--- config.mk ---
export PLATFORM = sky130hd
export DESIGN_NAME = apt_ram
export DESIGN_NICKNAME = d
export VERILOG_FILES = /design/src/sv/arp_presence_table_macros.svh /design/src/sv/apt_ram.sv
export SDC_FILE = /design/constraint.sdc
export NUM_CORES = 2
export LEC_CHECK = 0
export ABC_CLOCK_PERIOD_IN_PS = 7600
export BUFFER_PORTS_ARGS = -buffer_cell sky130_fd_sc_hd__buf_2
export CORE_ASPECT_RATIO = 1.75
export CORE_UTILIZATION = 45
export DETAILED_ROUTE_END_ITERATION = 8
export GPL_TIMING_DRIVEN = 0
export PLACE_DENSITY_LB_ADDON = 0.12
export SETUP_SLACK_MARGIN = 0.3
export SKIP_CTS_REPAIR_TIMING = 1
export SYNTH_ARGS = -nofsm -noshare
export SYNTH_HDL_FRONTEND = slang
export SYNTH_SLANG_ARGS = --single-unit
--- constraint.sdc ---
create_clock -name clk_i -period 7.6 [get_ports clk_i]
set_input_delay 0.38 -clock clk_i [delete_from_list [all_inputs] [get_ports clk_i]]
set_output_delay 0.38 -clock clk_i [all_outputs]
set_load 0.02 [all_outputs]
--- src/sv/arp_presence_table_macros.svh ---
`ifndef ARP_PRESENCE_TABLE_MACROS_SVH
`define ARP_PRESENCE_TABLE_MACROS_SVH

// Property that must hold at every clock edge out of reset.
`define APT_ASSERT(lbl, clk, rst_n, prop, msg) \
  lbl: assert property (@(posedge clk) disable iff (!rst_n) (prop)) else $error(msg);

// Antecedent in one cycle implies consequent in the next.
`define APT_ASSERT_NEXT(lbl, clk, rst_n, ante, cons, msg) \
  lbl: assert property (@(posedge clk) disable iff (!rst_n) (ante) |=> (cons)) else $error(msg);

`endif

--- src/sv/apt_ram.sv ---
`timescale 1ns / 1ps

module apt_ram #(
  parameter int WIDTH = 112,
  parameter int DEPTH = 32,
  localparam int AW = (DEPTH > 1) ? $clog2(DEPTH) : 1
) (
  input  logic             clk_i,
  input  logic             we_i,
  input  logic [AW-1:0]    waddr_i,
  input  logic [WIDTH-1:0] wdata_i,
  input  logic [AW-1:0]    raddr_i,
  output logic [WIDTH-1:0] rdata_o
);

  logic [WIDTH-1:0] mem_q [DEPTH];
  logic [WIDTH-1:0] rdata_q;

  always_ff @(posedge clk_i) begin
    if (we_i) begin
      mem_q[waddr_i] <= wdata_i;
    end
    rdata_q <= mem_q[raddr_i];
  end

  assign rdata_o = rdata_q;

endmodule

# ---- After elaboration in Yosys (flattened, before gate mapping)
# Memory sizes are Yosys's and may differ from the RTL's. A register that Yosys moved wholly into a read port is not among the register bits.
# Cells that the tools add are included.
dict set report op_classes {
  n_mux 2
}
# op count
set ops {}
lappend ops {{$mux 1} 2}
dict set report totals {
  inputBits 124
  elab_cells 3
  ram_bits 3584
  n_memories 1
  regBits 0
}
# memory depth width read_ports rd_clocked_by_memory_dff wr line_no
set memory_table {}
lappend memory_table {mem_q 32 112 1 1 1 apt_ram.sv:16} ;# logic [WIDTH-1:0] mem_q [DEPTH];

# ---- Longest topological paths before layout
dict set report depth {
  depth_word 2
  depth_mapped 9
  ltp_nobuf 4
}

# ---- Worst setup path before layout
# No wires, ideal clock.
dict set report synth_timing {
  kind {input-to-reg}
  startpoint {input waddr_i[1]}
  endpoint {memory mem_q[12][0], enable pin}
  setup_time_ns 0.584
  required_time_ns 7.016
  t_arrival_ns 5.700
  cell_stages 3
  path_slack_ns 1.316
  path_cell_list {or3b_2 -> clkbuf_1 -> nor2_1}
}
# element line_no
set synth_lines {}
lappend synth_lines {{from (decl)} apt_ram.sv:10} ;# input logic [AW-1:0] waddr_i,
lappend synth_lines {{to (decl)} apt_ram.sv:16}
# No word-level cell before the write port.

==> flow_metrics.tcl <==
set metrics [dict create \
    worst_setup_path_end_kind "flop" \
    layout_common_cells "3584 x edfxtp_1, 896 x mux2i_1, 594 x a22oi_1" \
    worst_path_max_delay_cell "clkbuf_1" \
    crit_chain "buf_2 > buf_2 > buf_2 > and2_1 > clkbuf_1 > clkbuf_1 > a22oi_1 > nand4_1" \
    overflow 0 \
    clock_latency_ns 0.93 \
    met3_usage_pct 3.300 \
    hold_start "wdata_i[23]" \
    finalMaxSlewViolations 0 \
    drc_errors 0 \
    numCtsBuffers 341 \
    cts_tree "built" \
    total_power_mw 42.29 \
    synth_seq_cells 3696 \
    start_kind "input pin" \
    ys_types 31 \
    mostFrequentLayoutCell "edfxtp_1" \
    port_buffers 232 \
    grt_max_degree 33 \
    vias 69762 \
    synth_seq_area_share_pct 79.48 \
    synthToLayoutAreaGrowth_pct 16.20 \
    synth_top_area_share_pct 77.85 \
    met2_usage_pct 51.68 \
    timing.slew.headroom_pct 1.629 \
    max_freq_mhz 289.4 \
    crit_fanout 10 \
    rr_startpoint "mem_q[15][79]$_DFFE_PP_" \
    drt_iter0_drc 6518 \
    fp.dieArea_sq_um 309500 \
    cts_max_level 5 \
    first_global_vias 72533 \
    netlist_instances 6524 \
    leakagePower_nw 52.80 \
    crit_top_cell "buf_2" \
    crit_arrival_ns 4.25 \
    grt.met1_usage_pct 28.67 \
    syn-cell-area_sq_um 138200 \
    ios 236 \
    tightestPinTransition_ns 1.476 \
    peakVddDrop_mv 0.1955 \
    cp_data_required_time_ns 8.39 \
    period_minus_slack_ns 3.456 \
    fp.dieH_um 735.2 \
    hold_path_class "input pin to flop" \
    synth.area.top_cells "edfxtp_1 78%, mux4_2 7.3%, mux2i_1 6.5%" \
    grt_pass1_wl_um 571800 \
    firstDrtPassIters 5 \
    track_usage_pct 26.76 \
    via_per_inst 5.955 \
    max_cap_violations 0 \
    synth_nets 6648 \
    detail-route-antenna-nets 0 \
    failed_checks "hold timing" \
    rows 268 \
    nets 7497 \
    p_per_area_nw_per_um2 263.3 \
    place_hpwl_um 291200 \
    routed_wl_um 419300 \
    cts.clk_slew.worst_paths_ns 0.06 \
    hold-worst-slack_ns -0.01828 \
    syn_avg_cell_area_sq_um 21.19 \
    status "complete, but fails checks" \
    synth.yosys.warnings 0 \
    crit_start "raddr_i[4]" \
    setup_tns_ns 0 \
    antenna_found_initial 35 \
    gp_congestion 0.7843 \
    busiest_layer "met2" \
    setup_viol 0 \
    crit_type "input pin to flop" \
    die_w_um 421.0 \
    post-route-period-util_pct 45.47 \
    clockBufferDepth 4 \
    root_buffer "clkbuf_16" \
    synth_top_area_cell "edfxtp_1" \
    core_area_sq_um 304800 \
    finalHoldViolCount 59 \
    post_route_cells_drive_above_1_share_pct 21.07 \
    wl_per_cell_um 35.79 \
    critPathMaxStageDelay_ns 0.99 \
    start_util_pct 45.35 \
    skew_ns 0.04376 \
    fill_cells 23900 \
    clock_sinks 3696 \
    rsz0062_at_grt "no" \
]
==> final cells by class <==
cell class	instances	area, sq um	share of cell area (%)
Antenna cell	16	40.04	0.02493
Buffer	372	1887	1.175
Clock buffer	459	9525	5.930
Clock inverter	160	1449	0.9020
Inverter	1	3.754	0.002337
Multi-Input combinational cell	2455	26750	16.66
Sequential cell	3696	109900	68.40
Tap cell	4050	5067	3.155
Timing Repair Buffer	506	6037	3.758
==> cells in the mapped netlist <==
cell / count
a31oi_1: 62
mux4_2: 448
mux2i_1: 896
nand2_1: 14
nor3_2: 1
a21oi_1: 11
nand2b_1: 1
clkbuf_2: 2
buf_6: 23
clkbuf_1: 146
buf_1: 27
and3b_1: 1
buf_4: 37
buf_2: 136
nand3b_1: 5
a22o_1: 62
nor3_1: 4
dfxtp_1: 112
and2_1: 10
edfxtp_1: 3584
or3_1: 1
nand4_1: 50
a32oi_1: 5
nand3_1: 226
or3b_2: 2
nor2b_1: 15
nor2_1: 46
clkbuf_4: 1
inv_1: 1
a22oi_1: 594
and3_1: 1
==> registers in the layout, summed over array words and instances, names as in the netlist <==
signal and count:
rdata_o 112, mem_q 3584
==> cell families after synthesis <==
group                  share of synthesized area [%]
multiplexers                                   13.79
AO/OA/AOI/OAI                                  3.971
buffers and inverters                          1.366
flip-flops                                     79.48
AND/OR/NAND/NOR                                1.402
==> through the flow <==
step | util [%] | area [sq um] | worst slack (ns) | hold WS [ns] | cells
2_1_floorplan | - | 138200 | 1.316 | 0.4789 | 6524
3_3_place_gp | 47.40 | 144500 | -7.569 | 0.6042 | 10806
3_5_place_dp | 48.86 | 148900 | 3.448 | 0.5962 | 11011
4_1_cts | 52.46 | 159900 | 4.418 | -0.1237 | 11630
5_1_grt | 52.69 | 160600 | 4.386 | -0.00008982 | 11704
6_report | 52.70 | 160600 | 4.144 | -0.01828 | 11715
==> where the power goes <==
| part | internal [mW] | leakage (nW) | total, mW | switching, mW |
|---|---|---|---|---|
| combinational | 0.746 | 14.2 | 2.36 | 1.61 |
| sequential | 22.7 | 33.2 | 22.8 | 0.108 |
| clock | 9.63 | 5.39 | 17.2 | 7.54 |
==> worst max-delay path: cells and delay by family <==
family,cells,cell delay [ns]
buffers and inverters,5,2.89
and+or+nand+nor,2,0.54
AOI/OAI and AO/OA,1,0.42
==> metal layers <==
metal  vias to the layer above  routed length (um)
met5                         -                 140
met4                        22               21730
met3                       774               19280
met2                      2450              234700
met1                     37486              143500
li1                      29030                   -
==> worst paths after layout <==
check | endpoint | slack (ns) | depth (start not counted)
max | rdata_o[82]$_DFF_P_ | 4.14 | 8
min | mem_q[4][23]$_DFFE_PP_ | -0.02 | 1
max reg2reg | rdata_o[79]$_DFF_P_ | 5.31 | 4
min reg2reg | rdata_o[36]$_DFF_P_ | 0.63 | 4
Note: power is estimated with default switching activity, not from simulation.
