### config.mk
export PLATFORM = sky130hd
export DESIGN_NAME = apt_ctrl
export DESIGN_NICKNAME = d
export VERILOG_FILES = /design/src/sv/apt_pkg.sv /design/src/sv/apt_unit.sv /design/src/sv/apt_ctrl.sv
export VERILOG_INCLUDE_DIRS = /design/src /design/src/sv
export SDC_FILE = /design/constraint.sdc
export NUM_CORES = 1
export LEC_CHECK = 0
export BUFFER_PORTS_ARGS = -buffer_cell sky130_fd_sc_hd__buf_2
export CAP_MARGIN = 20
export CELL_PAD_IN_SITES_DETAIL_PLACEMENT = 1
export CELL_PAD_IN_SITES_GLOBAL_PLACEMENT = 1
export CORE_MARGIN = 2
export CORE_UTILIZATION = 35
export DETAILED_ROUTE_END_ITERATION = 8
export PLACE_DENSITY_LB_ADDON = 0.1
export SYNTH_ARGS = -nofsm -noshare
export SYNTH_HDL_FRONTEND = slang
export SYNTH_SLANG_ARGS = --single-unit
### constraint.sdc
create_clock -name clk_i -period 12.5 [get_ports clk_i]
set_clock_uncertainty 0.2 [all_clocks]
set_input_delay 0.625 -clock clk_i [delete_from_list [all_inputs] [get_ports clk_i]]
set_output_delay 0.625 -clock clk_i [all_outputs]
set_load 0.03 [all_outputs]
### src/sv/arp_presence_table_macros.svh
`ifndef ARP_PRESENCE_TABLE_MACROS_SVH
`define ARP_PRESENCE_TABLE_MACROS_SVH

// Property that must hold at every clock edge out of reset.
`define APT_ASSERT(lbl, clk, rst_n, prop, msg) \
  lbl: assert property (@(posedge clk) disable iff (!rst_n) (prop)) else $error(msg);

// Antecedent in one cycle implies consequent in the next.
`define APT_ASSERT_NEXT(lbl, clk, rst_n, ante, cons, msg) \
  lbl: assert property (@(posedge clk) disable iff (!rst_n) (ante) |=> (cons)) else $error(msg);

`endif

### src/sv/apt_pkg.sv
`timescale 1ns / 1ps

package apt_pkg;

  localparam logic [15:0] ARP_OP_REPLY  = 16'd2;
  localparam logic [15:0] ARP_HW_ETH    = 16'd1;
  localparam logic [15:0] ARP_PROTO_IP4 = 16'h0800;
  localparam logic [10:0] ARP_FRAME_LEN = 11'd60;

  localparam int CFG_IDX_W  = 1;
  localparam int CFG_DATA_W = 12;
  localparam int LIMIT_W    = 20;

  typedef enum logic [CFG_IDX_W-1:0] {
    CFG_PROBE_INTERVAL,
    CFG_TIMEOUT_ROUNDS
  } cfg_idx_e;

  typedef enum logic {
    CMD_FRAME,
    CMD_TICK
  } cmd_e;

  typedef enum logic [1:0] {
    EV_FOUND,
    EV_CHANGED,
    EV_LOST,
    EV_FULL
  } event_e;

  typedef enum logic [2:0] {
    ST_IDLE,
    ST_LOOK,
    ST_AGE,
    ST_EMIT_OLD,
    ST_FLUSH
  } state_e;

  typedef struct packed {
    cmd_e        cmd;
    logic [15:0] opcode;
    logic [15:0] hw_type;
    logic [15:0] proto_type;
    logic [10:0] frame_len;
    logic [31:0] sender_ip;
    logic [47:0] sender_mac;
    logic [31:0] now_seconds;
  } in_t;

  typedef struct packed {
    event_e      event_res;
    logic [31:0] host_ip;
    logic [47:0] host_mac;
    logic        last;
  } out_t;

  typedef struct packed {
    logic [31:0] ip;
    logic [47:0] mac;
    logic [31:0] seen;
  } entry_t;

  typedef struct packed {
    logic ip_hit;
    logic mac_same;
    logic expired;
  } unit_res_t;

  typedef struct packed {
    logic valid;
    out_t ev;
  } evt_push_t;

endpackage

### src/sv/apt_unit.sv
`timescale 1ns / 1ps

module apt_unit (
  input  apt_pkg::entry_t                entry_i,
  input  logic [31:0]                    ip_i,
  input  logic [47:0]                    mac_i,
  input  logic [31:0]                    now_i,
  input  logic [apt_pkg::LIMIT_W-1:0]    limit_i,
  output apt_pkg::unit_res_t             res_o
);

  logic [31:0] age;

  // age wraps modulo 2^32
  assign age = now_i - entry_i.seen;

  assign res_o.ip_hit   = (entry_i.ip == ip_i);
  assign res_o.mac_same = (entry_i.mac == mac_i);
  assign res_o.expired  = (age > {{(32 - apt_pkg::LIMIT_W){1'b0}}, limit_i});

endmodule

### src/sv/apt_ctrl.sv
`timescale 1ns / 1ps
`include "arp_presence_table_macros.svh"

module apt_ctrl #(
  parameter int TABLE_DEPTH = 32,
  localparam int AW = (TABLE_DEPTH > 1) ? $clog2(TABLE_DEPTH) : 1
) (
  input  logic                          clk_i,
  input  logic                          rst_ni,
  input  logic                          in_valid_i,
  input  apt_pkg::in_t                  in_data_i,
  output logic                          in_stall_o,
  input  logic [apt_pkg::LIMIT_W-1:0]   limit_i,
  input  logic                          slot_free_i,
  output apt_pkg::evt_push_t            push_o,
  output logic                          ram_we_o,
  output logic [AW-1:0]                 ram_waddr_o,
  output apt_pkg::entry_t               ram_wdata_o,
  output logic [AW-1:0]                 ram_raddr_o,
  input  apt_pkg::entry_t               ram_rdata_i
);

  localparam int CW = $clog2(TABLE_DEPTH + 1);
  localparam logic [CW-1:0] DEPTH_C = CW'(TABLE_DEPTH);

  apt_pkg::state_e    state_q, state_d;
  apt_pkg::in_t       item_q, item_d;
  logic [CW-1:0]      fetch_q, fetch_d;
  logic               chk_valid_q, chk_valid_d;
  logic [AW-1:0]      chk_idx_q, chk_idx_d;
  logic [CW-1:0]      wr_q, wr_d;
  logic [CW-1:0]      count_q, count_d;
  logic               pend_valid_q, pend_valid_d;
  apt_pkg::out_t      pend_q, pend_d;
  logic [47:0]        old_mac_q, old_mac_d;

  apt_pkg::unit_res_t res;
  logic               frame_ok;
  logic               fetch_more;
  logic               step;
  logic [CW-1:0]      chk_ext;

  apt_unit u_unit (
    .entry_i (ram_rdata_i),
    .ip_i    (item_q.sender_ip),
    .mac_i   (item_q.sender_mac),
    .now_i   (item_q.now_seconds),
    .limit_i (limit_i),
    .res_o   (res)
  );

  assign frame_ok = (in_data_i.opcode == apt_pkg::ARP_OP_REPLY) &&
                    (in_data_i.hw_type == apt_pkg::ARP_HW_ETH) &&
                    (in_data_i.proto_type == apt_pkg::ARP_PROTO_IP4) &&
                    (in_data_i.frame_len == apt_pkg::ARP_FRAME_LEN);

  assign fetch_more = (fetch_q < count_q);
  assign chk_ext    = CW'(chk_idx_q);

  always_ff @(posedge clk_i or negedge rst_ni) begin
    if (!rst_ni) begin
      state_q      <= apt_pkg::ST_IDLE;
      fetch_q      <= '0;
      chk_valid_q  <= 1'b0;
      chk_idx_q    <= '0;
      wr_q         <= '0;
      count_q      <= '0;
      pend_valid_q <= 1'b0;
    end else begin
      state_q      <= state_d;
      fetch_q      <= fetch_d;
      chk_valid_q  <= chk_valid_d;
      chk_idx_q    <= chk_idx_d;
      wr_q         <= wr_d;
      count_q      <= count_d;
      pend_valid_q <= pend_valid_d;
    end
  end

  always_ff @(posedge clk_i) begin
    item_q    <= item_d;
    pend_q    <= pend_d;
    old_mac_q <= old_mac_d;
  end

  always_comb begin
    state_d      = state_q;
    item_d       = item_q;
    fetch_d      = fetch_q;
    chk_valid_d  = chk_valid_q;
    chk_idx_d    = chk_idx_q;
    wr_d         = wr_q;
    count_d      = count_q;
    pend_valid_d = pend_valid_q;
    pend_d       = pend_q;
    old_mac_d    = old_mac_q;
    in_stall_o   = 1'b1;
    push_o       = '0;
    ram_we_o     = 1'b0;
    ram_waddr_o  = chk_idx_q;
    ram_wdata_o  = ram_rdata_i;
    ram_raddr_o  = chk_idx_q;
    step         = 1'b0;

    case (state_q)
      apt_pkg::ST_IDLE: begin
        in_stall_o = 1'b0;
        if (in_valid_i) begin
          item_d       = in_data_i;
          fetch_d      = '0;
          chk_valid_d  = 1'b0;
          wr_d         = '0;
          pend_valid_d = 1'b0;
          if (in_data_i.cmd == apt_pkg::CMD_TICK) begin
            state_d = apt_pkg::ST_AGE;
          end else if (frame_ok) begin
            state_d = apt_pkg::ST_LOOK;
          end
        end
      end

      apt_pkg::ST_LOOK: begin
        if (chk_valid_q && res.ip_hit) begin
          ram_we_o    = 1'b1;
          ram_waddr_o = chk_idx_q;
          ram_wdata_o = '{ip: item_q.sender_ip, mac: item_q.sender_mac,
                          seen: item_q.now_seconds};
          chk_valid_d = 1'b0;
          if (res.mac_same) begin
            state_d = apt_pkg::ST_IDLE;
          end else begin
            pend_d       = '{event_res: apt_pkg::EV_CHANGED, host_ip: item_q.sender_ip,
                             host_mac: item_q.sender_mac, last: 1'b0};
            pend_valid_d = 1'b1;
            old_mac_d    = ram_rdata_i.mac;
            state_d      = apt_pkg::ST_EMIT_OLD;
          end
        end else if (!chk_valid_q && !fetch_more) begin
          if (count_q == DEPTH_C) begin
            pend_d = '{event_res: apt_pkg::EV_FULL, host_ip: item_q.sender_ip,
                       host_mac: item_q.sender_mac, last: 1'b0};
          end else begin
            ram_we_o    = 1'b1;
            ram_waddr_o = count_q[AW-1:0];
            ram_wdata_o = '{ip: item_q.sender_ip, mac: item_q.sender_mac,
                            seen: item_q.now_seconds};
            count_d     = count_q + CW'(1);
            pend_d      = '{event_res: apt_pkg::EV_FOUND, host_ip: item_q.sender_ip,
                            host_mac: item_q.sender_mac, last: 1'b0};
          end
          pend_valid_d = 1'b1;
          state_d      = apt_pkg::ST_FLUSH;
        end else begin
          step = 1'b1;
        end
      end

      apt_pkg::ST_AGE: begin
        if (!chk_valid_q && !fetch_more) begin
          count_d = wr_q;
          state_d = apt_pkg::ST_FLUSH;
        end else if (chk_valid_q && res.expired) begin
          // one lost transaction held back so the final one can carry last
          if (!pend_valid_q || slot_free_i) begin
            push_o.valid = pend_valid_q;
            push_o.ev    = pend_q;
            pend_d       = '{event_res: apt_pkg::EV_LOST, host_ip: ram_rdata_i.ip,
                             host_mac: ram_rdata_i.mac, last: 1'b0};
            pend_valid_d = 1'b1;
            step         = 1'b1;
          end
        end else begin
          if (chk_valid_q) begin
            ram_we_o    = 1'b1;
            ram_waddr_o = wr_q[AW-1:0];
            ram_wdata_o = ram_rdata_i;
            wr_d        = wr_q + CW'(1);
          end
          step = 1'b1;
        end
      end

      apt_pkg::ST_EMIT_OLD: begin
        if (slot_free_i) begin
          push_o.valid = 1'b1;
          push_o.ev    = pend_q;
          pend_d       = '{event_res: apt_pkg::EV_LOST, host_ip: item_q.sender_ip,
                           host_mac: old_mac_q, last: 1'b0};
          state_d      = apt_pkg::ST_FLUSH;
        end
      end

      apt_pkg::ST_FLUSH: begin
        if (!pend_valid_q) begin
          state_d = apt_pkg::ST_IDLE;
        end else if (slot_free_i) begin
          push_o.valid   = 1'b1;
          push_o.ev      = pend_q;
          push_o.ev.last = 1'b1;
          pend_valid_d   = 1'b0;
          state_d        = apt_pkg::ST_IDLE;
        end
      end

      default: begin
        state_d = apt_pkg::ST_IDLE;
      end
    endcase

    // table walk: issue next read, or re-read the held entry
    if (step) begin
      ram_raddr_o = fetch_q[AW-1:0];
      if (fetch_more) begin
        chk_valid_d = 1'b1;
        chk_idx_d   = fetch_q[AW-1:0];
        fetch_d     = fetch_q + CW'(1);
      end else begin
        chk_valid_d = 1'b0;
      end
    end
  end

  `APT_ASSERT(a_count_range, clk_i, rst_ni, count_q <= DEPTH_C, "entry count above table depth")
  `APT_ASSERT(a_push_slot, clk_i, rst_ni, !push_o.valid || slot_free_i, "push into busy output")
  `APT_ASSERT(a_chk_in_table, clk_i, rst_ni, !chk_valid_q || (chk_ext < count_q), "walk beyond count")
  `APT_ASSERT(a_compact_order, clk_i, rst_ni, (state_q != apt_pkg::ST_AGE) || (wr_q <= fetch_q), "compaction write ahead of read")
  `APT_ASSERT_NEXT(a_age_count, clk_i, rst_ni, (state_q == apt_pkg::ST_AGE) && !chk_valid_q && !fetch_more, count_q == $past(wr_q), "count not set from compaction")

endmodule

; Word-level counts from Yosys, hierarchy flattened
; Index checks and enable logic that the tools add are counted.
[classes]
muxes = 80
bitwise_logic = 1
eq_ne = 28
addsub = 4
n_lt_le_gt_ge = 2
reduce_logical = 25
[op_table]
columns = op, n
row1 = 83-bit two-way mux, 8
row2 = 84-bit two-way mux, 6
row3 = 112-bit two-way mux, 4
row4 = 84-bit one-hot mux with 3 select lines, 1
row5 = 83-bit one-hot mux with 3 select lines, 1
row6 = 6-bit two-way mux, 12
row7 = 48-bit equality test, 1
row8 = 5-bit two-way mux, 7
row9 = 32-bit equality test, 1
row10 = 32-bit by 20-bit > comparator with 1-bit output, 1
row11 = 32-bit subtractor, 1
row12 = 1-bit two-way mux, 24
row13 = 3-bit two-way mux, 8
row14 = 6-bit one-hot mux with 2 select lines, 2
row15 = 2-bit inequality test (second input constant), 11
row16 = 6-bit by 1-bit adder with 6-bit output (second input constant), 3
row17 = 3-bit inequality test (second input constant), 6
row18 = 16-bit by 1-bit equality test with 1-bit output (second input constant), 1
row19 = 16-bit by 12-bit equality test with 1-bit output (second input constant), 1
row20 = 16-bit by 2-bit equality test with 1-bit output (second input constant), 1
row21 = 3-bit one-hot mux with 5 select lines, 1
row22 = 7-bit AND reduction, 2
row23 = 11-bit by 6-bit equality test with 1-bit output (second input constant), 1
row24 = 5-bit one-hot mux with 2 select lines, 1
row25 = other kinds (20), 35
[word_totals]
input_bits = 308
word_cells = 155
output_inout_bits = 208
register_bits = 271

; Logic depth before layout (Yosys ltp)
[depth]
word_depth = 8
mapped_depth = 22
mapped_depth_nobuf = 21

; Cells and area by module
; A second synthesis with hierarchy kept.
[hier_totals]
cells_unflattened = 1432
area_unflattened_um2 = 16184.3
[modules_own_cells]
columns = module, n_inst, seq_area_each_um2, area_each_um2, cells_per_inst
row1 = apt_ctrl, 1, 7967.6, 12904.9, 971
row2 = apt_unit, 1, 0.0, 3279.4, 461

; Worst setup path before layout
; Ideal clock, no wire load.
[synth_path]
path_kind = input port to flip-flop
from = input ram_rdata_i[6] (netlist bit)
to = register pend_q[10] (netlist bit), enable pin
setup_time_ns = 0.724
setup_slack_ns = 0.052
arrival_ns = 11.524
stages = 19
path_buffers = 1
required_ns = 11.576
cell_sequence = inv_1 ha_1 buf_2 a21o_1 or3_4 a21oi_4 a21oi_1 or2_2 xor2_1 ha_1 nand4_1 a21o_1 a31oi_1 a2111oi_0 o211a_1 nand4_1 o31a_1 a21oi_1 nor4_1
[synth_via]
elab_chain_len = 5
[synth_rtl]
columns = item, line
row1 = from (decl), apt_ctrl.sv:20  ; input apt_pkg::entry_t ram_rdata_i
row2 = 32-bit subtractor, apt_unit.sv:15  ; assign age = now_i - entry_i.seen;
row3 = 32-bit by 20-bit > comparator with 1-bit output, apt_unit.sv:19  ; assign res_o.expired = (age > {{(32 - apt_pkg::LIMIT_W){1'b0}}, limit_i});
row4 = 1-bit logical AND, apt_ctrl.sv:162  ; end else if (chk_valid_q && res.expired) begin
row5 = 2-bit inequality test (no line), n/a
row6 = 7-bit AND reduction (no line), n/a
row7 = to (signal assigned), apt_ctrl.sv:82  ; pend_q <= pend_d;
row8 = to (decl), apt_ctrl.sv:34  ; apt_pkg::out_t pend_q, pend_d;
; Every way passes these cells.
; A chain may end at the register's enable or synchronous reset.

==> impl_metrics.tcl <==
set metrics [dict create \
    syn_area_sq_um 15890 \
    clock-sinks 270 \
    wirelength_um 59210 \
    synthesis.nets 1859 \
    numCtsBuffers 35 \
    r2r_cells 21 \
    crit_start "item_q[0]" \
    worstPathMaxFanout 82 \
    cts_tree "yes" \
    met3_wirelength_um 3563 \
    hpwlAfterDp_um 44680 \
    synth_top_area_cell "edfxtp_1" \
    path_clk_slew_ps 60 \
    crit_slowest_cell "buf_4" \
    post_cts_buffers 0 \
    fin_crit_sh_pct 59.62 \
    hold_viol 0 \
    ant_nets 0 \
    tightest_slew_ps 1126 \
    crit_path_end_kind "primary output" \
    crit_family "compound AO/OA/AOI/OAI gates" \
    placementRows 78 \
    reg2reg_slack_ps 6300 \
    layout.nets 2357 \
    status "finished clean" \
    io_pins 516 \
    die_width_um 217.1 \
    avgViaCountPerCell 5.200 \
    postSynthCellCount 1490 \
    worst-path-stages 22 \
    fin_util_pct 44.60 \
    dp.cells 2550 \
    grt_pass1_vias 14022 \
    timing.rr.start "item_q[0]" \
    cts_root_buffer "clkbuf_16" \
    setup_viol 0 \
    start_util_pct 35.24 \
    ys_seq_elements 270 \
    final_cell_mix "buf_2, edfxtp_1, nand2_1, o21ai_0, mux2_2" \
    synthTopCellsByArea "edfxtp_1, mux2_2, nand2_1" \
    portBuffers 515 \
    clkLatencyLatePin_ps 560 \
    syn_avg_cell_area_sq_um 10.66 \
    ys_types 63 \
    ir_worst_vdd_uv 111.4 \
    track_usage_pct 24.52 \
    coreArea_sq_um 45090 \
    cp-start-kind "flop" \
    synth_edf_count 242 \
    cellPowerDensity_nw_per_um2 198.3 \
    yosys_most_used_dff "edfxtp_1" \
    netlist.area_leader.share_pct 45.73 \
    fmax_mhz 134.2 \
    grt.overflow.total 0 \
    routedWlPerCell_um 22.62 \
    dieArea_sq_um 47120 \
    grt_pass1_wl_um 86860 \
    drt_iter0_drc 715 \
    yosysSeqAreaShare_pct 50.14 \
    top_layer "met5" \
    worstPathArrival_ps 6630 \
    synthArstFlopShare_pct 10.37 \
    path_cells "inv_1 > ha_1 > inv_1 > fa_1 > a211oi_1 > o21ai_1 > a21oi_1 > o21ai_0 > xor2_1 > ha_1 > nand4_1 > nor2_1 > nand2_1 > o21a_1 > a2111oi_0 > o211a_1 > nand4_1 > o31a_1 > o31ai_4 > buf_4 > nor2b_1 > buf_2" \
    instances_no_fill 2618 \
    ys_warn_count 0 \
    place.gp.congestion 0.8532 \
    rsz0062_at_grt "false" \
    met1Wirelength_um 24870 \
    fin_total_pwr_uw 3987 \
    crit_type "flop to primary output" \
    vias 13614 \
    multi_input_comb_area_sq_um 7403 \
    hp-start "in_data_i[50]" \
    dr_wl_met2_um 29360 \
    max_stage_delay_ps 740 \
    seq_area_sq_um 7971 \
    syn2layout_area_growth_pct 26.55 \
    power.leakage_uw 0.008526 \
    grt_antenna_before_repair 13 \
    drc 0 \
    drive_gt1_share_pct 34.08 \
    hold_class "input pin to flop" \
    drv_slew 0 \
    h-tree-depth 2 \
    die-height_um 217.1 \
    crit_required_ps 11680 \
    fill_cells 5238 \
    timing.hold.ws_ps 33.86 \
    period_needed_ps 7452 \
    max-cap-violations 0 \
    hold_depth 1 \
    final.setup.tns_ps 0 \
    drt_pass1_iterations 5 \
    path_buf_inv 4 \
    clock_path_buffers 3 \
    final_common_cell "buf_2" \
    grt_max_degree 103 \
    maxSlewHeadroom_pct 24.91 \
]
area by class of cell:
cell class | count | share of cell area (%)
sequential | 270 | 39.64
multi-input combinational | 1088 | 36.82
timing repair buffer | 526 | 13.24
clock buffer | 50 | 4.791
tap | 600 | 3.733
inverter | 67 | 1.263
clock inverter | 12 | 0.4542
antenna | 5 | 0.06222
synthesized netlist by cell type (3+ instances only):
cell type    n
a2111o_1     3
a211o_1      3
a211oi_1     7
a21o_1      12
a21oi_1     58
a31oi_1      5
and2_1       4
and3_1       4
buf_1        7
buf_2        5
buf_6        8
clkbuf_1    45
dfrtp_1     28
edfxtp_1   242
ha_1        60
inv_1       67
mux2_2      93
mux2i_1     52
nand2_1    235
nand2b_1    10
nand3_1     23
nand4_1     30
nor2_1      43
nor2b_1     89
nor3_1      19
nor3b_1      5
nor4_1      31
nor4b_1      3
o211ai_1     8
o21a_1       6
o21ai_0    116
o21ai_1      5
o21bai_1     3
o22ai_1      7
o31ai_1      4
or2_2        5
or3_1        5
or3b_2       4
xnor2_1     42
xor2_1      67
stage by stage:
step	worst slack [ps]	instance area (sq um)
global placement	5636	19030
CTS	5083	20100
global route	4674	20110
finish	5048	20110
detailed placement	5444	19030
floorplan	52.30	15890
registers in the layout, summed over array words and instances (netlist names):
register	count
chk_idx_q	5
count_q	6
pend_q	82
item_q	112
chk_valid_q	1
pend_valid_q	1
fetch_q	6
old_mac_q	48
wr_q	6
state_q	3
report_power, final:
| part | leakage, uW | internal, uW | switching [uW] | total [uW] |
|---|---|---|---|---|
| Clock | 0.000508 | 540 | 412 | 953 |
| Combinational | 0.00539 | 527 | 1030 | 1560 |
| Sequential | 0.00263 | 1290 | 183 | 1470 |
| Total | 0.00853 | 2360 | 1630 | 3990 |
per-layer routing:
metal  up-vias  GRT usage, %
li1       6384             -
met1      6675         31.08
met2       470         42.67
met3        81         4.836
met4         4         6.370
met5         -             0
cells by family (layout without fill, tap and decap cells):
kind of cell               Yosys count  in the layout  synth area share, %
AOI/OAI and AO/OA                  259            259                9.811
buffers and inverters              132            655                3.535
muxes                              145            145                9.866
DFF                                270            270                50.14
and+or+nand+nor                    514            514                15.79
adders and majority gates           61             61                4.850
other                                0              5                    0
xor gates and xnor gates           109            109                6.008
final timing paths:
path,endpoint
setup / recovery,push_o[2]
hold / removal,item_q[50]
setup reg to reg,pend_q[57]
hold reg to reg,chk_idx_q[1]
max in group asynchronous,state_q[0]
min in group asynchronous,chk_idx_q[3]
worst reg2reg max path: cells and delay by family (launching register included):
family                   cells  cell delay [ps]
AO/OA/AOI/OAI               10             2130
XOR/XNOR                     1              200
adder cells (fa/ha/maj)      3              920
buffers and inverters        3             1020
flip-flops                   1              400
AND/OR/NAND/NOR              4              840
repair_timing:
item	4_1_cts	5_1_grt
hold endpoints to repair	28	0
gates resized for setup	0	0
hold buffers	1	0
No activity file was read; power rests on OpenSTA's default activity.
